[src/sv/kfc_pkg.sv]
// Package: shared types, constants and helpers for the k-mer frequency counter.
`timescale 1ns / 1ps
package kfc_pkg;
	localparam int TABLE_DEPTH = 262144;
	localparam int K_MAX       = 15;
	localparam int COUNT_BITS  = 20;
	localparam int ADDR_BITS   = $clog2(TABLE_DEPTH);
	localparam int KMER_BITS   = 2 * K_MAX;
	localparam int KLEN_BITS   = 4;
	localparam int MOD_BITS    = 18;
	localparam int MODW        = ADDR_BITS + 1;
	localparam logic [COUNT_BITS-1:0] COUNT_MAX = '1;

	typedef enum logic [1:0] {
		CMD_CLEAR = 2'd0,
		CMD_PUSH  = 2'd1,
		CMD_QUERY = 2'd2,
		CMD_NONE  = 2'd3
	} cmd_t;

	typedef enum logic [1:0] {
		REG_KMER_LEN     = 2'd0,
		REG_DIRECT_MAX_K = 2'd1,
		REG_HASH_MODULUS = 2'd2
	} reg_idx_t;

	typedef enum logic [3:0] {
		ST_IDLE,
		ST_WIPE,
		ST_MOD,
		ST_RD,
		ST_WAIT,
		ST_CHECK,
		ST_OUT
	} state_t;

	typedef struct packed {
		logic                  used;
		logic [KMER_BITS-1:0]  key;
		logic [COUNT_BITS-1:0] count;
	} slot_t;

	typedef struct packed {
		logic                  kmer_valid;
		logic [KMER_BITS-1:0]  kmer_value;
		logic [COUNT_BITS-1:0] hit_count;
		logic [KMER_BITS-1:0]  best_kmer;
		logic [COUNT_BITS-1:0] best_count;
		logic                  table_full;
	} result_t;

	typedef struct packed {
		logic [1:0]           cmd;
		logic [1:0]           base;
		logic [KMER_BITS-1:0] query_kmer;
	} item_t;
endpackage

[src/sv/kfc_mod_unit.sv]
// Sequential remainder unit: kmer mod modulus, one quotient bit per cycle.
`timescale 1ns / 1ps
module kfc_mod_unit (
	input  logic                          clk,
	input  logic                          arst_n,
	input  logic                          start,
	input  logic [kfc_pkg::KMER_BITS-1:0] dividend,
	input  logic [kfc_pkg::MODW-1:0]      divisor,
	output logic                          done,
	output logic [kfc_pkg::MODW-1:0]      remainder
);
	localparam int CNT_BITS = $clog2(kfc_pkg::KMER_BITS + 1);

	logic [kfc_pkg::KMER_BITS-1:0] num_q;
	logic [kfc_pkg::MODW:0]        rem_q;
	logic [CNT_BITS-1:0]           cnt_q;
	logic                          busy_q;
	logic [kfc_pkg::MODW:0]        shifted;

	assign shifted   = {rem_q[kfc_pkg::MODW-1:0], num_q[kfc_pkg::KMER_BITS-1]};
	assign remainder = rem_q[kfc_pkg::MODW-1:0];
	assign done      = busy_q && (cnt_q == '0);

	always_ff @(posedge clk or negedge arst_n) begin
		if (!arst_n) begin
			busy_q <= 1'b0;
			cnt_q  <= '0;
		end else if (start) begin
			busy_q <= 1'b1;
			cnt_q  <= CNT_BITS'(kfc_pkg::KMER_BITS);
		end else if (done) begin
			busy_q <= 1'b0;
		end else if (busy_q) begin
			cnt_q <= cnt_q - 1'b1;
		end
	end

	always_ff @(posedge clk) begin
		if (start) begin
			num_q <= dividend;
			rem_q <= '0;
		end else if (busy_q && cnt_q != '0) begin
			num_q <= num_q << 1;
			if (shifted >= {1'b0, divisor}) begin
				rem_q <= shifted - {1'b0, divisor};
			end else begin
				rem_q <= shifted;
			end
		end
	end
endmodule

[config.mk]
export PLATFORM = sky130hd
export DESIGN_NAME = kfc_mod_unit
export DESIGN_NICKNAME = d
export VERILOG_FILES = /design/src/sv/kfc_pkg.sv /design/src/sv/kfc_mod_unit.sv
export SDC_FILE = /design/constraint.sdc
export NUM_CORES = 1
export LEC_CHECK = 0
export BUFFER_PORTS_ARGS = -buffer_cell sky130_fd_sc_hd__clkbuf_2
export CORE_UTILIZATION = 55
export CTS_BUF_LIST = sky130_fd_sc_hd__clkbuf_16
export DETAILED_ROUTE_END_ITERATION = 10
export PLACE_DENSITY = 0.77
export REMOVE_ABC_BUFFERS = 1
export SLEW_MARGIN = 25
export SYNTH_ARGS = -nofsm -noshare
export SYNTH_HDL_FRONTEND = slang
export SYNTH_SLANG_ARGS = --single-unit
[constraint.sdc]
create_clock -name clk -period 2.8 [get_ports clk]
set_input_delay 0.14 -clock clk [delete_from_list [all_inputs] [get_ports clk]]
set_output_delay 0.14 -clock clk [all_outputs]
set_load 0.03 [all_outputs]
==> metrics.md <==
| Metric | Value |
|---|---|
| Largest net degree at the start of global routing | 43 |
| H-tree lvl count | 2 |
| Setup violators final | 0 |
| Vias in the first global route | 2480 |
| VDD IR-drop max | 0.000397 V |
| RSZ-0062 raised after global routing | no |
| DP HPWL | 5110 µm |
| Ports | 72 |
| HP Class | in -> reg |
| Clk root buf | clkbuf_16 |
| Share of cells above drive strength 1 | 0.300 |
| EDFF count, synth | 30 |
| Setup repair bufs after CTS | 0 |
| Top FF cell, synth | edfxtp_1 |
| Starting density of the core | 0.574 |
| Setup TNS | 0 ns |
| Chip Width | 80.8 µm |
| Initial antenna violation count | 0 |
| Area delta synth->final | 17.4% |
| Total Power | 1.82 mW |
| Period utilisation layout | 0.928 |
| DRC viols | 0 |
| DP Area | 3830 µm² |
| Rows | 28 |
| Achievable Freq | 0.385 GHz |
| Crit path max fanout | 27 |
| Worst skew pair latency | 0.30 ns |
| Synth area leaders | edfxtp_1 26%, dfxtp_1 11%, mux2_2 9.6% |
| Syn_area_per_cell | 10.2 µm² |
| Worst path arrival time | 2.81 ns |
| Kind of cell adding the most delay to the critical path | simple AND/OR/NAND/NOR gates |
| Tot GR Track Use | 0.225 |
| Worst Path Buf+Inv | 1 |
| Clk slew on worst S/H paths | 0.08 ns |
| Critical Path RT | 3.01 ns |
| Final hold viol count | 0 |
| Total Wirelength | 6940 µm |
| Slowest CP cell | fa_1 |
| Final worst setup slack | 0.200 ns |
| Final Instance Area | 4010 µm² |
| LEAKAGE | 1.84 nW |
| 1st-pass router iterations | 4 |
| Post-Place Setup Slack | 0.168 ns |
| Gpl congestion | 0.876 |
| Drt wl/cell | 14.3 µm |
| Slew @ Worst Pin | 0.600 ns |
| Syn. warnings | 0 |
| Grt ovf | 0 |
| Post-synth ARST share | 0.109 |
| Clock Sinks | 55 |
| CP peak stage delay | 0.41 ns |
| Sequential fraction of the synthesis area | 0.419 |
| Worst path cell trace | inv_1 > ha_1 > fa_1 > nand2b_1 > a21o_1 > a31oi_1 > or4_4 > nand2_8 > or3b_1 > a211oi_1 |
| Post-Syn Instances | 336 |
| Filler cells | 507 |
| Cell area after synthesis | 3420 µm² |
| Final hold slack | 0.119 ns |
| DIE HEIGHT | 80.8 µm |
| Yosys top cell area share | 0.264 |
| Tmin final | 2.60 ns |
| Maxcap violations | 0 |
| Detailed-route via count | 2666 |
| DRT iter0 DRCs | 102 |
| Clock skew | 0.00532 ns |
| Die Footprint | 6530 µm² |
| Final ANT Viol Nets | 0 |
| CTS Buf Count | 5 |
| Max_slew headroom | 0.599 |
| Crit path launch type | flop |
| ANT cells | 0 |
| Crit. End Element | flop |
| Synth unique cells | 51 |
| Net count, final | 483 |
| CP Class | reg -> reg |
| CTS tree | done |
| Number of synthesized register bits | 55 |
| Core Area | 5960 µm² |
| Routed vias/inst | 5.50 |
| Biggest area consumer among synthesized cells | edfxtp_1 |
| Pwr/cell area | 453 nW/µm² |
| Number of buffers added on ports | 71 |
| Fin. max-slew vios | 0 |
| Final core utilization | 0.674 |
| Max Buffers Root-to-Sink | 2 |
| Status | finished, final reports clean |
| Non-Filler Instances | 485 |
| Global-route wire length before repair | 11100 µm |
| Total placed cells including tap cells | 476 |
-- cells in the mapped netlist (all sizes together) (2+ instances only) --
master   count
edfxtp      30
mux2        29
nor2        27
inv         25
a21oi       24
ha          21
nand2       20
dfxtp       19
o21ai       15
a211oi      13
nand3       11
xor2        11
nand2b       9
xnor2        8
mux2i        7
a21o         6
buf          6
dfrtp        6
nor3         6
a32oi        5
clkbuf       5
a2111oi      4
nor4         4
a31oi        2
and2         2
nor2b        2
nor4b        2
o211ai       2
o21a         2
o311ai       2
-- worst paths after layout --
path	start	endpoint	slack [ns]	cells past startpoint
worst min register to register	cnt_q[1]$_DFFE_PN0P_	cnt_q[1]$_DFFE_PN0P_	0.52	1
worst min-delay path	dividend[0]	num_q[0]$_SDFFCE_PN0P_	0.12	2
max in group asynchronous	arst_n	cnt_q[1]$_DFFE_PN0P_	2.45	2
worst max register to register	num_q[29]$_DFFE_PP_	rem_q[14]$_SDFFE_PP0P_	0.20	10
min in group asynchronous	arst_n	cnt_q[4]$_DFFE_PN0P_	0.20	2
worst max-delay path	num_q[29]$_DFFE_PP_	rem_q[14]$_SDFFE_PP0P_	0.20	10
-- logic make-up (layout without fill, tap and decap cells) --
group,after synthesis,count (layout),synth area share
simple gates,89,89,0.130
compound gates,79,79,0.156
flops,55,55,0.419
mux,36,36,0.116
buf+inv,36,110,0.0476
fa+ha+maj,22,22,0.0828
xor+xnor,19,19,0.0487
-- registers in the layout, indices dropped and copies added, names as in the netlist --
register,flops
cnt_q,5
rem_q,19
busy_q,1
num_q,30
-- timing repair --
action                                  CTS  global route
hold buffers                              1             0
endpoints found under the setup margin    0            31
gates resized for setup                   0             2
hold endpoints to repair                  6             0
-- layout make-up --
cell class,count,area [µm²],share of cell area
multi-input combinational,245,1830,0.457
sequential,55,1430,0.357
timing repair buffer,77,403,0.100
clock buffer,5,125,0.0312
inverter,25,97.6,0.0243
tap,75,93.8,0.0234
clock inverter,3,28.8,0.00717
-- layout by cell type, fill, tap and decap left out, types with 12 or more instances in the layout --
cell type / count
inv_1: 24
mux2_2: 29
nand2_1: 19
edfxtp_1: 30
ha_1: 21
nor2_1: 27
a21oi_1: 22
a211oi_1: 12
o21ai_0: 14
dfxtp_1: 19
clkbuf_2: 71
-- power breakdown --
part           internal [mW]  switching [mW]
Clock                  0.345           0.311
Sequential             0.909          0.0215
Combinational          0.119           0.113
-- per-layer routing --
layer	vias up	track usage	wire length [µm]
li1	1375	-	-
met1	1217	0.274	3100
met2	68	0.385	3350
met3	6	0.0618	404
met4	0	0.0732	83
met5	-	0	0
No activity file was read; power rests on OpenSTA's default activity.
